`src/rtl/core/sti_pkg.sv`:
```
// ----------------------------------------------------------------------------
// sti_pkg
// Types and constants shared by the sorted table interpolator modules.
// ----------------------------------------------------------------------------
package sti_pkg;

   localparam int KEY_W    = 32;
   localparam int VAL_W    = 32;
   localparam int OPCODE_W = 2;
   localparam int STATUS_W = 3;
   localparam int DIV_STEPS = 32;
   localparam int DIV_CNT_W = $clog2(DIV_STEPS);

   typedef logic [OPCODE_W-1:0] opcode_type;
   localparam opcode_type OP_CLEAR  = 2'd0;
   localparam opcode_type OP_APPEND = 2'd1;
   localparam opcode_type OP_LOOKUP = 2'd2;

   typedef logic [STATUS_W-1:0] status_type;
   localparam status_type STAT_OK        = 3'd0;
   localparam status_type STAT_RANGE     = 3'd1;
   localparam status_type STAT_BELOW_MIN = 3'd2;
   localparam status_type STAT_NOT_INCR  = 3'd3;
   localparam status_type STAT_FULL      = 3'd4;

   typedef struct packed {
      logic [KEY_W-1:0] key;
      logic [VAL_W-1:0] value_a;
      logic [VAL_W-1:0] value_b;
   } entry_type;

   typedef enum logic [2:0] {
      ST_IDLE,
      ST_SEARCH,
      ST_COMPARE,
      ST_FETCH_HI,
      ST_HI_DATA,
      ST_LO_DATA,
      ST_INTERP
   } ctl_state_type;

   typedef enum logic [1:0] {
      LANE_IDLE,
      LANE_MUL,
      LANE_DIV,
      LANE_DONE
   } lane_state_type;

endpackage

```
`src/rtl/core/sti_interp_lane.sv`:
```
// ----------------------------------------------------------------------------
// sti_interp_lane
// One value lane: lo + trunc((hi - lo) * num / den), num < den.
// A multiply state, then a 32-step restoring divide.
// ----------------------------------------------------------------------------
module sti_interp_lane (
   input  logic                       clock,
   input  logic                       reset,
   input  logic                       start,
   input  logic [sti_pkg::VAL_W-1:0]  lo_value,
   input  logic [sti_pkg::VAL_W-1:0]  hi_value,
   input  logic [sti_pkg::KEY_W-1:0]  num,
   input  logic [sti_pkg::KEY_W-1:0]  den,
   output logic                       done,
   output logic [sti_pkg::VAL_W-1:0]  result
);

   localparam int VW = sti_pkg::VAL_W;
   localparam int KW = sti_pkg::KEY_W;

   sti_pkg::lane_state_type state_ff, state_in;

   logic [VW-1:0]   lo_ff;
   logic            neg_ff, neg_in;
   logic [VW-1:0]   mag_ff, mag_in;
   logic [KW-1:0]   num_ff, den_ff;
   logic [KW-1:0]   rem_ff, rem_in;
   logic [KW-1:0]   quo_ff, quo_in;
   logic [sti_pkg::DIV_CNT_W-1:0] cnt_ff, cnt_in;
   logic [VW:0]     diff;
   logic [VW+KW-1:0] prod;
   logic [KW:0]     trial;
   logic [KW:0]     trial_sub;

   // next state
   always_comb begin
      state_in = state_ff;
      case (state_ff)
         sti_pkg::LANE_IDLE: begin
            if (start) state_in = sti_pkg::LANE_MUL;
         end
         sti_pkg::LANE_MUL: state_in = sti_pkg::LANE_DIV;
         sti_pkg::LANE_DIV: begin
            if (cnt_ff == sti_pkg::DIV_CNT_W'(sti_pkg::DIV_STEPS - 1)) begin
               state_in = sti_pkg::LANE_DONE;
            end
         end
         sti_pkg::LANE_DONE: state_in = sti_pkg::LANE_IDLE;
         default: state_in = sti_pkg::LANE_IDLE;
      endcase
   end

   always_comb begin
      diff   = {hi_value[VW-1], hi_value} - {lo_value[VW-1], lo_value};
      neg_in = diff[VW];
      mag_in = neg_in ? VW'(-diff) : diff[VW-1:0];
      prod   = {{KW{1'b0}}, mag_ff} * {{VW{1'b0}}, num_ff};
      // remainder stays below den, so the trial fits one extra bit
      trial     = {rem_ff, quo_ff[KW-1]};
      trial_sub = trial - {1'b0, den_ff};
      rem_in = rem_ff;
      quo_in = quo_ff;
      cnt_in = cnt_ff;
      case (state_ff)
         sti_pkg::LANE_MUL: begin
            rem_in = prod[VW+KW-1:KW];
            quo_in = prod[KW-1:0];
            cnt_in = '0;
         end
         sti_pkg::LANE_DIV: begin
            if (!trial_sub[KW]) begin
               rem_in = trial_sub[KW-1:0];
               quo_in = {quo_ff[KW-2:0], 1'b1};
            end else begin
               rem_in = trial[KW-1:0];
               quo_in = {quo_ff[KW-2:0], 1'b0};
            end
            cnt_in = cnt_ff + 1'b1;
         end
         default: begin
            rem_in = rem_ff;
         end
      endcase
   end

   always_ff @(posedge clock) begin
      if (reset) begin
         state_ff <= sti_pkg::LANE_IDLE;
      end else begin
         state_ff <= state_in;
      end
   end

   always_ff @(posedge clock) begin
      if (state_ff == sti_pkg::LANE_IDLE && start) begin
         lo_ff  <= lo_value;
         neg_ff <= neg_in;
         mag_ff <= mag_in;
         num_ff <= num;
         den_ff <= den;
      end
      rem_ff <= rem_in;
      quo_ff <= quo_in;
      cnt_ff <= cnt_in;
   end

   // outputs
   always_comb begin
      done   = (state_ff == sti_pkg::LANE_DONE);
      result = neg_ff ? (lo_ff - quo_ff) : (lo_ff + quo_ff);
   end

endmodule
```
`config.mk`:
```
export PLATFORM = sky130hd
export DESIGN_NAME = sti_interp_lane
export DESIGN_NICKNAME = d
export VERILOG_FILES = /design/src/rtl/core/sti_pkg.sv /design/src/rtl/core/sti_interp_lane.sv
export SDC_FILE = /design/constraint.sdc
export NUM_CORES = 2
export LEC_CHECK = 0
export BUFFER_PORTS_ARGS = -buffer_cell sky130_fd_sc_hd__buf_2
export CAP_MARGIN = 10
export CORE_MARGIN = 1
export CORE_UTILIZATION = 45
export CTS_BUF_LIST = sky130_fd_sc_hd__clkbuf_4
export DETAILED_ROUTE_END_ITERATION = 8
export SLEW_MARGIN = 20
export SYNTH_ARGS = -nofsm -noshare
export SYNTH_HDL_FRONTEND = slang
export SYNTH_SLANG_ARGS = --single-unit
```
`constraint.sdc`:
```
create_clock -name clock -period 9.4 [get_ports clock]
set_input_delay 1.88 -clock clock [delete_from_list [all_inputs] [get_ports clock]]
set_output_delay 1.88 -clock clock [all_outputs]
set_load 0.1 [all_outputs]
```
After elaboration in Yosys (flattened, before gate mapping)

Cells that the tools add are included.

Register bits after elaboration: 200
Bits of input ports: 131
Output and inout port bits: 33
Logic and storage cells: 36

Add/sub/neg operators: 6
$mul: 1
Equality and inequality tests: 6
Mux-type cells: 10
Reductions and logical operators: 4

Operator list:

| cell                  | count |
|---|---|
| $pmux W32 S2          | 2 |
| $mux W32              | 3 |
| $mul A32 B32 Y64      | 1 |
| $sub A32 B32 Y33      | 1 |
| $sub A33 B32 Y33      | 1 |
| $add A32 B32 Y32      | 1 |
| $neg A32 Y32          | 1 |
| $sub A32 B32 Y32      | 1 |
| $pmux W5 S2           | 1 |
| $pmux W2 S4           | 1 |
| $add A5 B1 Y5 const B | 1 |
| $eq A5 B5 Y1 const B  | 1 |
| $eq A2 B2 Y1 const B  | 2 |
| $mux W2               | 2 |
| $ne A2 B2 Y1 const B  | 2 |
| $eq A2 B1 Y1 const B  | 1 |
| $logic_not A2 Y1      | 1 |
| $reduce_and A2 Y1     | 1 |
| $reduce_bool A2 Y1    | 1 |
| $logic_and A1 B1 Y1   | 1 |
| $mux W1               | 1 |

Logic depth before layout (Yosys ltp)

Depth after elaboration: 3
Mapped depth: 30
Depth with buffers taken out: 28

Worst setup path after synthesis

OpenSTA, ideal clock, no wires.

Path kind: register to register
Start point: register num_ff[2]
End point: register rem_ff[15] (data pin)
Setup time: 0.262 ns
Arrival: 7.239 ns
Data required time: 9.138 ns
Slack: 1.899 ns
Cell stages (with the launch flop): 29
Path buffers: 2
Clock period less this slack: 7.501 ns
Cell sequence: edfxtp_1 > clkbuf_1 > and2_1 > fa_1 > inv_1 > fa_1 > fa_1 > fa_1 > inv_1 > fa_1 > inv_1 > fa_1 > inv_1 > fa_1 > inv_1 > fa_1 > inv_1 > ha_1 > clkbuf_1 > a21oi_1 > o211ai_1 > nand2_1 > a221oi_1 > a211oi_1 > o41ai_1 > a221oi_1 > xnor2_1 > nand2_1 > o21ai_0

Cells in the longest elaborated chain, start to end: 2

Ends and longest elaborated chain:

| item                   | line                   | RTL |
|---|---|---|
| from (decl)            | sti_interp_lane.sv:26  | `logic [KW-1:0] num_ff, den_ff;` |
| from (signal assigned) | sti_interp_lane.sv:99  | `num_ff <= num;` |
| $mul A32 B32 Y64       | sti_interp_lane.sv:57  | `prod = {{KW{1'b0}}, mag_ff} * {{VW{1'b0}}, num_ff};` |
| $pmux W32 S2           | sti_interp_lane.sv:64  | `case (state_ff)` |
| via rem_in[15]         | sti_interp_lane.sv:27  | `logic [KW-1:0] rem_ff, rem_in;` |
| to (signal assigned)   | sti_interp_lane.sv:102 | `rem_ff <= rem_in;` |
| to (decl)              | sti_interp_lane.sv:27  |  |

The timed path passes the listed nets, and every way through them passes these cells.
A chain may end at the register's enable or synchronous reset.

Final worst setup path

Start point: register num_ff[6]
End point: register rem_ff[15] (data pin)

The elaborated chain is that of the path after synthesis.

==> metrics.md <==
| Metric | Value |
|---|---|
| Status | completed |
| Congestion Overflow GR | 0 |
| Max-slew violation count | 0 |
| Die outline height | 325 µm |
| Die area | 106000 µm² |
| # clock sinks | 200 |
| Mean area per synthesized cell | 9.24 µm² |
| GRT Util Overall | 0.249 |
| CTS buffer count | 17 |
| CTS tree | built |
| Multi-input logic area | 36500 µm² |
| Worst path max stage delay | 1.00 ns |
| Min Hold Slack | roughly 0.53 ns |
| # rows | 118 |
| Prevailing post-synth register cell | edfxtp_1 |
| Port buffer count | 163 |
| Largest net degree at the start of global routing | 93 |
| Fin crit share | 0.985 |
| Synth Instances | about 5000 |
| Worst reg2reg path startpoint | num_ff[6] |
| Post-DRT Antenna Nets | 0 |
| Clk_lat worst skew | roughly 0.96 ns |
| Max Buffers Root-to-Sink | 2 |
| Slew margin rel. | 0.286 |
| Final Hold Fails | 0 |
| Share of post-route cells with drive strength above 1 | 0.0671 |
| Area grow syn2layout | 6.18% |
| Starting Density | 0.454 |
| Wire length of the first global-routing pass | 205000 µm |
| Endpoints failing setup | 0 |
| Vias | between 30000 and 40000 |
| Fin nets | 6538 |
| First-pass iteration count of the detailed router | 5 |
| Most frequent cells in the layout | inv_1 (991), fa_1 (899), nand2_1 (600) |
| Final min period | 9.26 ns |
| Synth warn | 0 |
| Root buffer cell | clkbuf_4 |
| Largest family of logic cells by synthesized area | adder cells |
| Worst-path clk slew | 0.24 ns |
| Setup slack after layout | 0.137 ns |
| Worst Max-Slew Pin Slew | 1.07 ns |
| Critical path arrival | 9.93 ns |
| Critical Path Start Type | register |
| Fmax | 108 MHz |
| Post-layout util | 0.482 |
| Kind of critical path | reg -> reg |
| Vias per cell | 5.29 |
| Crit path max-delay family | adder cells |
| Skew final | 0.130 ns |
| Async S/R FF share, synth | 0 |
| CTS resizes | 0 |
| DRC | 0 |
| Crit-path slowest cell | edfxtp_1 |
| Vias in the first global route | 36200 |
| Max-cap violations | 0 |
| Cell area after synthesis | between 40000 and 50000 µm² |
| Core area | 104000 µm² |
| Die width | 325 µm |
| Crit path depth | 26 |
| H-tree depth | 4 |
| Yosys top cell by area | fa_1 |
| Place WS | 0.351 ns |
| Number of fill cells | 9945 |
| Routed length per instance | 19.5 µm |
| Initial DRC count | approximately 2200 |
| Xor and xnor area share after synthesis | 0.0351 |
| Synth top area share | 0.382 |
| Critical R2R Capture | rem_ff[15] |
| Crit. End Element | register |
| Synth Register Bits | 200 |
| Sequential cell area | 5990 µm² |
| GP Congestion | about 0.90 |
| Synth Net Count | 6492 |
| Most frequent CP cell | fa_1 |
| Synth area leaders | fa_1 (38%), edfxtp_1 (13%), ha_1 (9.7%) |
| Cell count of the worst reg-to-reg path | 26 |
| Mux cell area share after synthesis | 0.00765 |
| Critical-path maximum fanout | 21 |
| Post-synthesis simple-gate area fraction | 0.167 |
| I/O pin cnt | 164 |
| Seq/Total Area, Yosys | 0.127 |
| RSZ-0062 raised after global routing | false |
| Critical Path Sink | rem_ff[15] |
| Final Routed Wirelength | about 130000 µm |
| Critical Path RT | between 10 and 15 ns |
| Compound-cell area share of the yosys netlist | 0.0845 |
| Post-synthesis cell type count | 90 |
| Crit path from | num_ff[6] |
| R2R Setup Slk | 0.14 ns |
| Post-DP HPWL | 105000 µm |
| EDFF count, synth | approximately 200 |
| Setup TNS | 0 ns |
| Hold WC Path Type | reg -> reg |
| Commonest non-fill, non-tap cell in the layout | inv_1 |
| Synth Area in Adders | 0.480 |
| CP bufs+invs | 6 |
| Initial antenna violation count | 2 |
==> worst min-delay path: cells and delay by family (launching register included) <==
family,cells,cell delay [ns]
flip-flops,1,0.37
AND/OR/NAND/NOR,2,0.15
==> through the flow <==
| step | cells | cell area (µm²) |
|---|---|---|
| after global routing | 6541 | 50000 |
| after global placement | 6487 | 49500 |
| after CTS | 6520 | 49800 |
| after detailed placement | 6488 | 49500 |
| final | 6541 | 50000 |
| after floorplan | 5096 | 47100 |
==> logic make-up (layout without fill, tap and decap cells) <==
logic type      count (synthesis)  after routing
simple gates                 1552           1552
other cells                     0              6
flops                         200            200
fa+ha+maj                    1265           1265
buf+inv                      1242           1301
mux                            35             35
xor+xnor                      186            186
compound gates                616            616
==> worst min-delay path by stage <==
stage          cells past startpoint        start     endpoint  slack, ns
2_1_floorplan                      2  state_ff[0]  state_ff[0]       0.49
3_3_place_gp                       2  state_ff[0]  state_ff[0]       0.51
3_5_place_dp                       2  state_ff[0]  state_ff[0]       0.51
4_1_cts                            2  state_ff[0]  state_ff[0]       0.53
5_1_grt                            2  state_ff[0]  state_ff[0]       0.60
6_report                           2  state_ff[0]  state_ff[0]       0.53
==> routing by layer <==
| layer | track usage | wire, µm | vias up |
|---|---|---|---|
| met5 | 0 | 0 | - |
| met4 | 0.0811 | 4140 | 0 |
| met3 | 0.0257 | 4660 | 161 |
| met2 | 0.443 | 65500 | 752 |
| met1 | 0.317 | 53100 | 17800 |
| li1 | - | - | 15900 |
==> cell usage after synthesis, types with 17 or more instances <==
library cell	count
inv_1	991
a211oi_1	17
xor2_1	49
mux2i_1	27
o21bai_1	30
nor3_1	32
nand2b_1	19
a21oi_1	199
a31oi_1	21
ha_1	366
o21ai_0	123
o21a_1	22
clkbuf_1	243
o211ai_1	21
nand2_1	600
fa_1	899
xnor2_1	135
nand3_1	46
nor2_1	128
nor2b_1	28
and2_1	589
nand4_1	22
a21o_1	60
edfxtp_1	198
or3_1	17
and3_1	21
==> timing repair <==
item	CTS	global route
setup endpoints to repair	0	5
hold buffers	0	0
buffers inserted	0	14
==> sequential cells by signal, indices dropped and copies added, names as in the netlist <==
signal and cells:
mag_ff 32, neg_ff 1, quo_ff 32, state_ff 2, num_ff 32, den_ff 32
lo_ff 32, rem_ff 32, cnt_ff 5
==> cell type report <==
cell class	count	share of cell area
Sequential cell	200	0.120
Clock buffer	17	0.00255
Antenna cell	6	0.000300
Tap cell	1380	0.0345
Multi-Input combinational cell	3654	0.729
Timing Repair Buffer	276	0.0350
Inverter	993	0.0746
Clock inverter	15	0.00415
Power is not shown: default switching activity piles up to over one toggle a cycle in this logic, so the estimate is an artifact.
